[src/hw/rtl/bwt_block_decoder_assert.svh]
// Assertion macros shared by the decoder RTL.
// Depends on nothing; included by files that carry assertions.
`ifndef BWT_BLOCK_DECODER_ASSERT_SVH
`define BWT_BLOCK_DECODER_ASSERT_SVH
// Implication checked on every rising edge outside reset.
`define BWTD_ASSERT_IMPL(label, pre, post) \
  label: assert property (@(posedge clk) disable iff (!rst_n) (pre) |-> (post)) \
    else $error("bwtd implication failed");
// Next-cycle implication checked outside reset.
`define BWTD_ASSERT_NEXT(label, pre, post) \
  label: assert property (@(posedge clk) disable iff (!rst_n) (pre) |=> (post)) \
    else $error("bwtd next-cycle check failed");
`endif

[src/hw/rtl/bwtd_pkg.sv]
// Package for the block decoder: constants, commands, statuses, phases, queue entry type.
// Depends on nothing.
package bwtd_pkg;
  localparam int BlockRows = 1024;
  localparam int RowW = $clog2(BlockRows);
  localparam int CntW = RowW + 1;
  localparam int HdrBytes = 4;

  typedef enum logic [1:0] {
    CMD_LOAD = 2'd0, CMD_FETCH = 2'd1, CMD_CLEAR = 2'd2, CMD_NONE = 2'd3
  } cmd_t;

  typedef enum logic [1:0] {
    ST_OK = 2'd0, ST_EMPTY = 2'd1, ST_BADHDR = 2'd2, ST_OVERFLOW = 2'd3
  } status_t;

  typedef enum logic [3:0] {
    PH_HEADER, PH_DATA, PH_CHECK, PH_ZERO, PH_COUNT, PH_PREFIX, PH_MAP,
    PH_START, PH_WALK, PH_DONE, PH_BADHDR, PH_OVERFLOW, PH_FETCH, PH_FETCH2
  } phase_t;

  typedef struct packed {
    logic [1:0] cmd;
    logic [7:0] data;
    logic       last;
  } item_t;
endpackage

[src/hw/rtl/bwtd_front.sv]
// Front end: accepts items into a two-entry queue toward the back end.
// Depends on bwtd_pkg.
module bwtd_front (
  input  logic           clk,
  input  logic           rst_n,
  input  logic           in_valid,
  output logic           in_ready,
  input  logic [1:0]     in_command,
  input  logic [7:0]     in_data_byte,
  input  logic           in_block_end,
  output logic           q_valid,
  output bwtd_pkg::item_t q_item,
  input  logic           q_pop
);
  import bwtd_pkg::*;

  item_t      ent_r [2];
  logic [1:0] cnt_r, cnt_nxt;
  logic       rd_r, wr_r;
  logic       push;

  assign in_ready = (cnt_r != 2'd2);
  assign push     = in_valid && in_ready;
  assign q_valid  = (cnt_r != 2'd0);
  assign q_item   = ent_r[rd_r];

  // Occupancy follows pushes and pops.
  always_comb begin
    cnt_nxt = cnt_r;
    if (push && !q_pop) begin
      cnt_nxt = cnt_r + 2'd1;
    end else if (!push && q_pop) begin
      cnt_nxt = cnt_r - 2'd1;
    end
  end

  // Queue pointers and storage.
  always_ff @(posedge clk) begin
    if (!rst_n) begin
      cnt_r <= 2'd0;
      rd_r  <= 1'b0;
      wr_r  <= 1'b0;
    end else begin
      cnt_r <= cnt_nxt;
      if (push) begin
        wr_r <= !wr_r;
      end
      if (q_pop) begin
        rd_r <= !rd_r;
      end
    end
    if (push) begin
      ent_r[wr_r] <= '{cmd: in_command, data: in_data_byte, last: in_block_end};
    end
  end
endmodule

[config.mk]
export PLATFORM = sky130hd
export DESIGN_NAME = bwtd_front
export DESIGN_NICKNAME = d
export VERILOG_FILES = /design/src/hw/rtl/bwt_block_decoder_assert.svh /design/src/hw/rtl/bwtd_pkg.sv /design/src/hw/rtl/bwtd_front.sv
export SDC_FILE = /design/constraint.sdc
export NUM_CORES = 1
export LEC_CHECK = 0
export ABC_AREA = 1
export BUFFER_PORTS_ARGS = -buffer_cell sky130_fd_sc_hd__buf_4
export CAP_MARGIN = 40
export CORE_UTILIZATION = 54
export DETAILED_ROUTE_END_ITERATION = 7
export PLACE_DENSITY_LB_ADDON = 0.05
export SLEW_MARGIN = 20
export SYNTH_ARGS = -nofsm -noshare
export SYNTH_HDL_FRONTEND = slang
export SYNTH_SLANG_ARGS = --single-unit
[constraint.sdc]
create_clock -name clk -period 3.18 [get_ports clk]
set_clock_uncertainty 0.1 [all_clocks]
set_input_delay 0.477 -clock clk [delete_from_list [all_inputs] [get_ports clk]]
set_output_delay 0.477 -clock clk [all_outputs]
set_load 0.02 [all_outputs]
# Word level (Yosys, flattened, before mapping)
# Memory sizes are Yosys's and may differ from the RTL's. A register that Yosys moved wholly into a read port is not among the register bits.
# Index checks and enable logic that the tools add are counted.
classes:
  n_addsub: 2
  n_eq_ne: 1
  n_mux: 6
  reduce_logical: 9
ops:
  columns: ["cell", "n"]
  rows:
  - ["1-bit zero test", 4]
  - ["1-bit two-way mux", 4]
  - ["2-bit two-way mux", 2]
  - ["2-bit nonzero test", 2]
  - ["1-bit logical AND", 3]
  - ["2-bit by 1-bit adder with 2-bit output, second input constant", 1]
  - ["2-bit != test, second input constant", 1]
  - ["2-bit by 1-bit subtractor with 2-bit output, second input constant", 1]
word_totals:
  register_bits: 4
  ram_bits: 22
  in_bits: 15
  wordCells: 22
  n_memories: 1
memory_table:
  columns: ["memory", "depth", "width", "rd", "rd_ports_with_merged_regs", "write_ports", "line_no", "source"]
  rows:
  - ["ent_r", 2, 11, 1, 1, 1, "bwtd_front.sv:17", "item_t ent_r [2];"]

# Logic depth before layout (Yosys ltp)
# Gate-level depths: netlist (run 1).
depth:
  depth_word: 6
  mapped_depth: 11

# Least setup slack after synthesis (run 1)
# OpenSTA, ideal clock, no wires.
synth_timing:
  path_kind: "reg2reg"
  from: "register cnt_r[0]"
  to: "memory ent_r[1][0] (netlist bit), enable pin"
  arrival_time_ns: 1.091
  setup_slack_ns: 1.611
  stages_incl_launch_ff: 5
  path_buffers: 0
  synth_period_minus_slack_ns: 1.569
  path_cell_list: "dfxtp_1 > inv_2 > nand2_2 > nand2_2 > nor2_1"
synth_between:
  elab_chain_cells: 4
synth_lines:
  columns: ["element", "line_no", "source"]
  rows:
  - ["from (decl)", "bwtd_front.sv:18", "logic [1:0] cnt_r, cnt_nxt;"]
  - ["from (signal assigned)", "bwtd_front.sv:44", "cnt_r <= cnt_nxt;"]
  - ["2-bit != test", "bwtd_front.sv:22", "assign in_ready = (cnt_r != 2'd2);"]
  - ["named net in_ready", "bwtd_front.sv:7", "output logic in_ready,"]
  - ["1-bit logical AND", "bwtd_front.sv:23", "assign push = in_valid && in_ready;"]
  - ["1-bit two-way mux", "bwtd_front.sv:52", "if (push) begin"]
  - ["1-bit two-way mux (implied by the code)", "bwtd_front.sv:53", "ent_r[wr_r] <= '{cmd: in_command, data: in_data_byte, last: in_block_end};"]
  - ["to (decl)", "bwtd_front.sv:17", null]
# The timed path passes the listed nets, and every way through them passes these cells.

==> results of run 1 <==
[sequential cells by signal, indices dropped and copies added (netlist names), named ones only]
| register | count |
|---|---|
| ent_r | 22 |
| cnt_r | 2 |
| rd_r | 1 |
| wr_r | 1 |
[kinds of logic after synthesis]
| logic type | synth area share, % |
|---|---|
| AOI/OAI and AO/OA | 1.40 |
| muxes | 15.1 |
| adders and majority gates | 1.17 |
| DFF | 70.9 |
| buffers and inverters | 3.97 |
| and+or+nand+nor | 7.47 |
[path summary, 6_finish.rpt]
kind                        start     endpoint  slack, ns  cells after the start
hold / removal    in_data_byte[6]  ent_r[0][7]       0.24                      1
setup / recovery             flop    q_item[1]       0.96                      2
setup reg to reg         cnt_r[0]  ent_r[1][8]       1.66                      5
hold reg to reg              wr_r         wr_r       0.42                      2
[metrics by stage]
step / setup slack (ns) / hold slack, ns / cells
after floorplan: 1.61 / 0.363 / 70
after global placement: 1.31 / 0.373 / 121
after detailed placement: 1.32 / 0.405 / 123
after CTS: 0.935 / 0.231 / 127
after global routing: 0.891 / 0.218 / 127
final: 0.956 / 0.240 / 127
[synthesized netlist by cell type]
library cell,number
a21oi_1,1
buf_6,1
clkinv_2,1
dfxtp_1,5
edfxtp_1,22
ha_1,1
inv_1,6
inv_2,1
mux2_2,1
mux2_4,10
nand2_1,7
nand2_2,2
nand3_1,1
nand4_1,1
nor2_1,8
o21ai_0,2
[area by class of cell]
type | instances | area (sq um) | area share (%)
tap | 25 | 31.3 | 2.34
clock buffer | 3 | 22.5 | 1.68
sequential | 27 | 761 | 56.9
multi-input combinational | 34 | 269 | 20.1
timing repair buffer | 29 | 218 | 16.3
clock inverter | 1 | 5.00 | 0.374
inverter | 8 | 31.3 | 2.34
[worst reg2reg max path, stage by stage, from the launching register on]
cell,delay [ns]
dfxtp_1,0.37
inv_2,0.07
nand2_2,0.07
nand2_2,0.07
nor2_1,0.32
buf_4,0.25
[where the power goes]
part / switching, mW / internal, mW
clock: 0.0906 / 0.0470
combinational: 0.0786 / 0.0770
sequential: 0.0161 / 0.417
total: 0.185 / 0.540
[metal layers]
metal / vias to the layer above / wire length [microns]
li1: 304 / -
met1: 290 / 598
met2: 16 / 907
met3: 0 / 83
met4: 0 / 0
met5: - / 0
==> results.yml, run 1 <==
sta:
  fin_setup_tns_ns: 0
  rsz0062_at_grt: "no"
  hold_viol: 0
  tightest_slew_ns: 0.669
  slew_violations: 0
  fin_crit_sh_pct: 69.9
  clock.fmax_ghz: 0.450
  min_period_ns: 2.22
  setup_violations: 0
  slew-limit-headroom_pct: 55.3
layout:
  drive_above_1_share_pct: 47.1
  areaGrowthSynthToFinish_pct: 24.7
  finalInstanceArea_sq_um: 1340
  final_common_cell: "buf_4"
  fill_cells: 138
  layout_common_cells: "buf_4, edfxtp_1, mux2_4"
  layout.nets: 119
  fin_util_pct: 74.2
  diodes: 0
global_routing:
  grt_usage_pct: 17.3
  use_met3_pct: 5.49
  antenna_found_initial: 0
  gr-usage-met2_pct: 32.5
  met1_usage_pct: 16.9
  busiest_layer: "met2"
  overflow: 0
  grt_first_pass_wirelength_microns: 2420
  grt_max_degree: 16
  grt_pass1_vias: 593
route:
  drt-initial-drc-count: 7
  vias: 610
  drt_first_pass_iters: 3
  drtAntennaViolNets: 0
  wirelength_microns: 1590
  vias_per_cell: 4.80
  post-route-drc-count: 0
  wl_per_cell_microns: 12.5
floorplanning:
  initial_core_util_pct: 59.5
  fp.coreArea_sq_um: 1800
  row_count: 15
  die-area_sq_um: 2170
  die_h_microns: 46.6
  io-pin-count: 28
  die_w_microns: 46.6
clock_network:
  h-tree-depth: 1
  clk_path_buf_depth: 2
  clk_pin_slew_worst_paths_ns: 0.13
  postCtsSetupRepairBufs: 0
  insertion_delay_ns: 0.31
  ctsResizeCount: 0
  clock-root-buffer: "clkbuf_4"
  cts_buffers: 3
  ctsHoldBuffers: 0
  cts_tree: "yes"
  clock-sinks: 27
run:
  cap_violations: 0
yosys:
  synth_seq_cells: 27
  ys_seq_area_share_pct: 70.9
  synth.cell_area_sq_um: 1070
  synth_nets: 86
  synth_area_leaders: "edfxtp_1, mux2_4, dfxtp_1"
  yosysWarnings: 0
  synth.avg_cell_area_sq_um: 15.3
  synth_top_area_cell: "edfxtp_1"
  syn_inst: 70
  synthDistinctLibCells: 16
  synth_top_area_share_pct: 61.6
worst_hold_path:
  min_path_type: "primary input to flop"
placement:
  dp_hpwl_microns: 1220
  place.gp.congestion: 0.751
  place_area_sq_um: 1310
  port_buffers: 27
critical_path:
  crit_type: "flop to primary output"
  crit_family: "flip-flops"
  startpoint_type: "flop"
  slowest_stage: "dfxtp_1"
  arrival_ns: 1.65
  crit_buf_inv: 1
  worstPathRequired_ns: 2.60
  endpoint_kind: "primary output"
  worst-path-max-fanout: 11
  path_cells: "mux2_2 -> buf_4"
  max_stage_delay_ns: 0.78
power:
  p_leak_nw: 0.572
  power.total_uw: 726
  ir_worst_vdd_mv: 0.425
  power_density_nw_per_um2: 543
run_status:
  status: "finished clean"
Note: power is estimated with default switching activity, not from simulation.
==> run 2, diff against run 1 <==
--- a/config.mk
+++ b/config.mk
@@ -5,10 +5,10 @@
 export SDC_FILE = /design/constraint.sdc
 export NUM_CORES = 1
 export LEC_CHECK = 0
-export ABC_AREA = 1
+export ABC_AREA = 0
 export BUFFER_PORTS_ARGS = -buffer_cell sky130_fd_sc_hd__buf_4
 export CAP_MARGIN = 40
-export CORE_UTILIZATION = 54
+export CORE_UTILIZATION = 49
 export DETAILED_ROUTE_END_ITERATION = 7
 export PLACE_DENSITY_LB_ADDON = 0.05
 export SLEW_MARGIN = 20
==> constraint.sdc (replaced) <==
create_clock -name clk -period 2.1 [get_ports clk]
set_clock_uncertainty 0.1 [all_clocks]
set_input_delay 0.315 -clock clk [delete_from_list [all_inputs] [get_ports clk]]
set_output_delay 0.315 -clock clk [all_outputs]
set_load 0.02 [all_outputs]
==> run 2 against run 1 <==
Effect of this change:
- non-clock buffer count is 2 lower
- combinational power is 77% higher
- worst hold slack worse by 0.17 ns
- via count is 6.6% lower
- utilization is 8.5 points lower
- area after synthesis is 3.9% lower
- sequential cell count stayed put
- cell count is 9.4% lower
- count of clock-buffer cells in the layout stayed put
- critical endpoint is now q_item[10]
==> results.yml, run 2 <==
layout:
  top_register: "ent_r"
  multiInputGateArea_sq_um: 258
  seqCellArea_sq_um: 761
  areaGrowthSynthToFinish_pct: 25.1
  diodes: 0
  drive_above_1_share_pct: 51.1
  largest_register_ffs: 22
  final_common_cell: "buf_4"
  layout_common_cells: "buf_4, edfxtp_1, mux2_2"
  top_regs: "ent_r x22, cnt_r x2"
  layout.nets: 105
  fill_cells: 165
clock_network:
  ctsHoldBuffers: 0
  cts_buffers: 3
  h-tree-depth: 1
  postCtsSetupRepairBufs: 0
  cts_tree: "yes"
  insertion_delay_ns: 0.31
  clk_path_buf_depth: 2
  clock-root-buffer: "clkbuf_4"
  clock-sinks: 27
  clk_pin_slew_worst_paths_ns: 0.14
  ctsResizeCount: 0
global_routing:
  grt_pass1_vias: 539
  grt_first_pass_wirelength_microns: 2080
  antenna_found_initial: 0
  grt_usage_pct: 14.0
  overflow: 0
  grt_max_degree: 16
sta:
  tightest_slew_ns: 0.530
  rsz0062_at_grt: "no"
  fin_crit_sh_pct: 92.0
  slew_violations: 0
  hold_viol: 0
  setup_violations: 0
  clock.fmax_ghz: 0.517
  slew-limit-headroom_pct: 64.6
  holdWs_ns: 0.0729
  setup_slack_ns: 0.168
  fin_setup_tns_ns: 0
  min_period_ns: 1.93
floorplanning:
  row_count: 16
  die_h_microns: 47.9
  fp.coreArea_sq_um: 1960
  initial_core_util_pct: 52.6
  die_w_microns: 47.9
  die-area_sq_um: 2290
  io-pin-count: 28
yosys:
  ys.flop_type: "edfxtp_1"
  synth.avg_cell_area_sq_um: 17.8
  synth_compound_area_share_pct: 2.91
  synth_enable_flop_cells: 22
  synthDistinctLibCells: 18
  ys_seq_area_share_pct: 73.8
  synth_fa_ha_area_share_pct: 1.21
  synth_xor_xnor_area_share_pct: 2.55
  post_synth_mux_area_share_pct: 12.0
  synth_area_leaders: "edfxtp_1, mux2_2, dfxtp_1"
  yosysMostFrequentCell: "edfxtp_1"
  syn_inst: 58
  async_flop_share_pct: 0
  synth_seq_cells: 27
  synth_top_area_cell: "edfxtp_1"
  yosysWarnings: 0
  synth.cell_area_sq_um: 1030
  synth_top_area_share_pct: 64.1
  synth_simple_gate_area_share_pct: 6.31
  synth_top_family_by_area: "multiplexers"
  synth_common_cells: "edfxtp_1, mux2_2, dfxtp_1, and2_1"
  synth_nets: 74
placement:
  port_buffers: 27
  dp_hpwl_microns: 1080
  place.gp.congestion: 0.688
  pre_cts_ws_ns: 0.461
route:
  routed-wl-met3_microns: 96
  vias_per_cell: 4.96
  vias: 570
  drt-initial-drc-count: 8
  top_layer: "met4"
  wl_met1_microns: 619
  drt_first_pass_iters: 4
  post-route-drc-count: 0
  drtAntennaViolNets: 0
  wirelength_microns: 1530
  met2_length_microns: 811
  wl_per_cell_microns: 13.3
power:
  pwr-share-clk_pct: 18.4
  power_density_nw_per_um2: 903
  internal_power_uw: 855
  power.total_mw: 1.17
  power_frac_comb_pct: 23.7
  p_sw_uw: 310
  ir_worst_vdd_mv: 0.519
  power_frac_seq_pct: 57.9
  p_leak_nw: 0.508
  p_sw_share_pct: 26.6
worst_hold_path:
  min_path_type: "primary input to flop"
  holdPathEnd: "ent_r[1][1]"
  min_from: "in_data_byte[0]"
  min_path_cells: 1
critical_path:
  r2r_end: "cnt_r[1]"
  endpoint_kind: "primary output"
  crit_type: "flop to primary output"
  arrival_ns: 1.52
  rr_startpoint: "cnt_r[0]"
  r2r_cells: 5
  worstPathRequired_ns: 1.68
  startpoint_type: "flop"
  ff2ff_setup_slack_ns: 0.44
  worst-path-max-fanout: 11
run_status:
  status: "finished clean"
run:
  cap_violations: 0
==> run 2: cell types whose count changed after synthesis, moves of 2 or more <==
cell | before | now
nand2_2 | 2 | 0
mux2_4 | 10 | 0
mux2_2 | 1 | 11
nand2_1 | 7 | 0
inv_1 | 6 | 2
and2_1 | 0 | 4
nor2_1 | 8 | 0
xor2_1 | 0 | 2
==> run 2: layout make-up <==
type,instances,area share [%]
multi-input cells,28,20.0
clock inverters,1,0.388
flip-flops and latches,27,59.0
repair buffers,27,15.7
well taps,27,2.62
inverters,2,0.582
clock buffers,3,1.75
==> run 2: power by group through the flow <==
| stage | sequential (mW) | clock [mW] | combinational, mW |
|---|---|---|---|
| after global routing | 0.683 | 0.230 | 0.297 |
| after global placement | 0.686 | 0 | 0.271 |
| after detailed placement | 0.687 | 0 | 0.275 |
| after floorplan | 0.674 | 0 | 0.178 |
| final | 0.674 | 0.214 | 0.276 |
| after CTS | 0.675 | 0.221 | 0.277 |
==> run 2: kinds of logic (layout without fill, tap and decap cells) <==
group / after synthesis / in the layout
and+or+nand+nor: 9 / 9
AOI/OAI and AO/OA: 4 / 4
xor gates and xnor gates: 3 / 3
DFF: 27 / 27
muxes: 11 / 11
buffers and inverters: 3 / 33
adders and majority gates: 1 / 1
==> run 2: critical path, cell delays in order (launching register included) <==
cell and delay [ns]:
dfxtp_1 0.64, mux2_2 0.40, buf_4 0.16
==> run 2: how the worst max path moves through the flow <==
stage,start,slack (ns),endpoint,depth (start not counted)
after floorplan,cnt_r[0],0.51,cnt_r[1],5
after global placement,cnt_r[0],0.51,cnt_r[1],5
after detailed placement,cnt_r[0],0.46,cnt_r[1],5
after CTS,flop,0.14,q_item[10],2
after global routing,flop,0.09,q_item[3],2
final,flop,0.17,q_item[10],2
==> run 2: per-stage QoR <==
step / util [%] / instances / cell area [sq um]
after global routing: 65.8 / 115 / 1290
after CTS: 65.8 / 115 / 1290
after global placement: 64.3 / 111 / 1260
after detailed placement: 64.3 / 111 / 1260
after floorplan: - / 58 / 1030
final: 65.8 / 115 / 1290
==> run 2: metal layers <==
layer	vias up	track usage, %
met5	-	0
met4	0	5.56
met3	2	5.66
met2	19	26.8
met1	275	12.8
li1	274	-
==> run 3, diff against run 2 <==
--- a/config.mk
+++ b/config.mk
@@ -6,7 +6,7 @@
 export NUM_CORES = 1
 export LEC_CHECK = 0
 export ABC_AREA = 0
-export BUFFER_PORTS_ARGS = -buffer_cell sky130_fd_sc_hd__buf_4
+export BUFFER_PORTS_ARGS = -buffer_cell sky130_fd_sc_hd__buf_2
 export CAP_MARGIN = 40
 export CORE_UTILIZATION = 49
 export DETAILED_ROUTE_END_ITERATION = 7
==> run 3 against run 2 <==
Effect of this change:
- via count shrank 3.7%
- worst setup slack gained 0.035 ns
- sequential cell count is the same
- largest cell class unchanged
- critical endpoint unchanged
- critical path depth is the same
- sequential power is essentially flat
- combinational power shrank 13%
- clock power shrank 3%
- critical path type unchanged
- non-clock buffer count is the same
- utilization shrank 3.4 points
==> results.yml, run 3 (synthesized netlist as in run 2, its figures left out) <==
run_status:
  status: "finished clean"
power:
  power_frac_seq_pct: 60.1
  internal_power_uw: 824
  pwr-share-clk_pct: 18.6
  power_frac_comb_pct: 21.3
  power_density_nw_per_um2: 919
  p_sw_uw: 300
  p_sw_share_pct: 26.7
  p_leak_nw: 0.484
  ir_worst_vdd_mv: 0.582
  power.total_mw: 1.12
placement:
  port_buffers: 27
  pre_cts_ws_ns: 0.463
  place.gp.congestion: 0.648
critical_path:
  worst-path-max-fanout: 11
  arrival_ns: 1.48
  startpoint_type: "flop"
  endpoint_kind: "primary output"
  slowest_stage: "dfxtp_1"
  worstPathRequired_ns: 1.68
  max_stage_delay_ns: 0.63
  crit_family: "flip-flops"
  crit_buf_inv: 1
  crit_type: "flop to primary output"
  path_cells: "mux2_2 -> buf_2"
layout:
  seqCellArea_sq_um: 761
  diodes: 0
  areaGrowthSynthToFinish_pct: 18.6
  layout.nets: 105
  drive_above_1_share_pct: 51.1
  top_register: "ent_r"
  top_regs: "ent_r x22, cnt_r x2"
  final_common_cell: "buf_2"
  layout_common_cells: "buf_2, edfxtp_1, mux2_2"
  multiInputGateArea_sq_um: 258
  fill_cells: 170
  largest_register_ffs: 22
global_routing:
  antenna_found_initial: 0
  grt_pass1_vias: 497
  grt_usage_pct: 14.5
  overflow: 0
  grt_max_degree: 16
  grt_first_pass_wirelength_microns: 2120
run:
  cap_violations: 0
sta:
  clock.fmax_ghz: 0.527
  slew_violations: 0
  setup_violations: 0
  min_period_ns: 1.90
  fin_crit_sh_pct: 90.4
  fin_setup_tns_ns: 0
  rsz0062_at_grt: "no"
  tightest_slew_ns: 0.525
  hold_viol: 0
  setup_slack_ns: 0.202
  slew-limit-headroom_pct: 65.0
clock_network:
  postCtsSetupRepairBufs: 0
  clock-sinks: 27
  ctsHoldBuffers: 0
  cts_buffers: 3
  ctsResizeCount: 0
  insertion_delay_ns: 0.31
  clock-root-buffer: "clkbuf_4"
  h-tree-depth: 1
  clk_pin_slew_worst_paths_ns: 0.14
  cts_tree: "yes"
  clk_path_buf_depth: 2
floorplanning:
  die_w_microns: 47.9
  row_count: 16
  initial_core_util_pct: 52.6
  die_h_microns: 47.9
  die-area_sq_um: 2290
  io-pin-count: 28
  fp.coreArea_sq_um: 1960
route:
  drt_first_pass_iters: 2
  post-route-drc-count: 0
  drtAntennaViolNets: 0
  vias_per_cell: 4.77
  wl_per_cell_microns: 12.8
  vias: 549
  wirelength_microns: 1470
  drt-initial-drc-count: 13
worst_hold_path:
  min_path_type: "primary input to flop"
run 3: routing by layer:
layer | GRT usage [%] | up-vias | part of all wire [%]
met5 | 0 | - | 0
met4 | 5.00 | 0 | 0
met3 | 3.40 | 0 | 3.7
met2 | 27.0 | 15 | 56
met1 | 16.0 | 262 | 41
li1 | - | 272 | -
run 3: worst paths after layout:
check / end / depth (start not counted) / startpoint / slack [ns]
max: q_item[10] / 2 / flop / 0.20
min reg2reg: cnt_r[1] / 2 / cnt_r[1] / 0.46
max reg2reg: cnt_r[1] / 5 / cnt_r[0] / 0.45
min: ent_r[1][8] / 1 / in_data_byte[7] / 0.08
run 3: area by class of cell:
cell class,instances,share of cell area (%)
Clock inverter,1,0.409
Tap cell,27,2.76
Inverter,2,0.614
Clock buffer,3,1.84
Sequential cell,27,62.2
Timing Repair Buffer,27,11.1
Multi-Input combinational cell,28,21.1
run 3: power by group through the flow:
| stage | Clock, mW | Sequential (mW) | Combinational, mW |
|---|---|---|---|
| after global routing | 0.234 | 0.683 | 0.263 |
| after detailed placement | 0 | 0.688 | 0.242 |
| after floorplan | 0 | 0.674 | 0.178 |
| final | 0.208 | 0.675 | 0.239 |
| after global placement | 0 | 0.686 | 0.238 |
| after CTS | 0.218 | 0.676 | 0.243 |
run 3: through the flow:
stage / instances / hold slack [ns] / util (%) / instance area, sq um
finish: 115 / 0.0779 / 62.3 / 1220
floorplan: 58 / 0.314 / - / 1030
global placement: 111 / 0.404 / 60.9 / 1190
detailed placement: 111 / 0.407 / 60.9 / 1190
CTS: 115 / 0.0680 / 62.3 / 1220
global route: 115 / 0.0606 / 62.3 / 1220
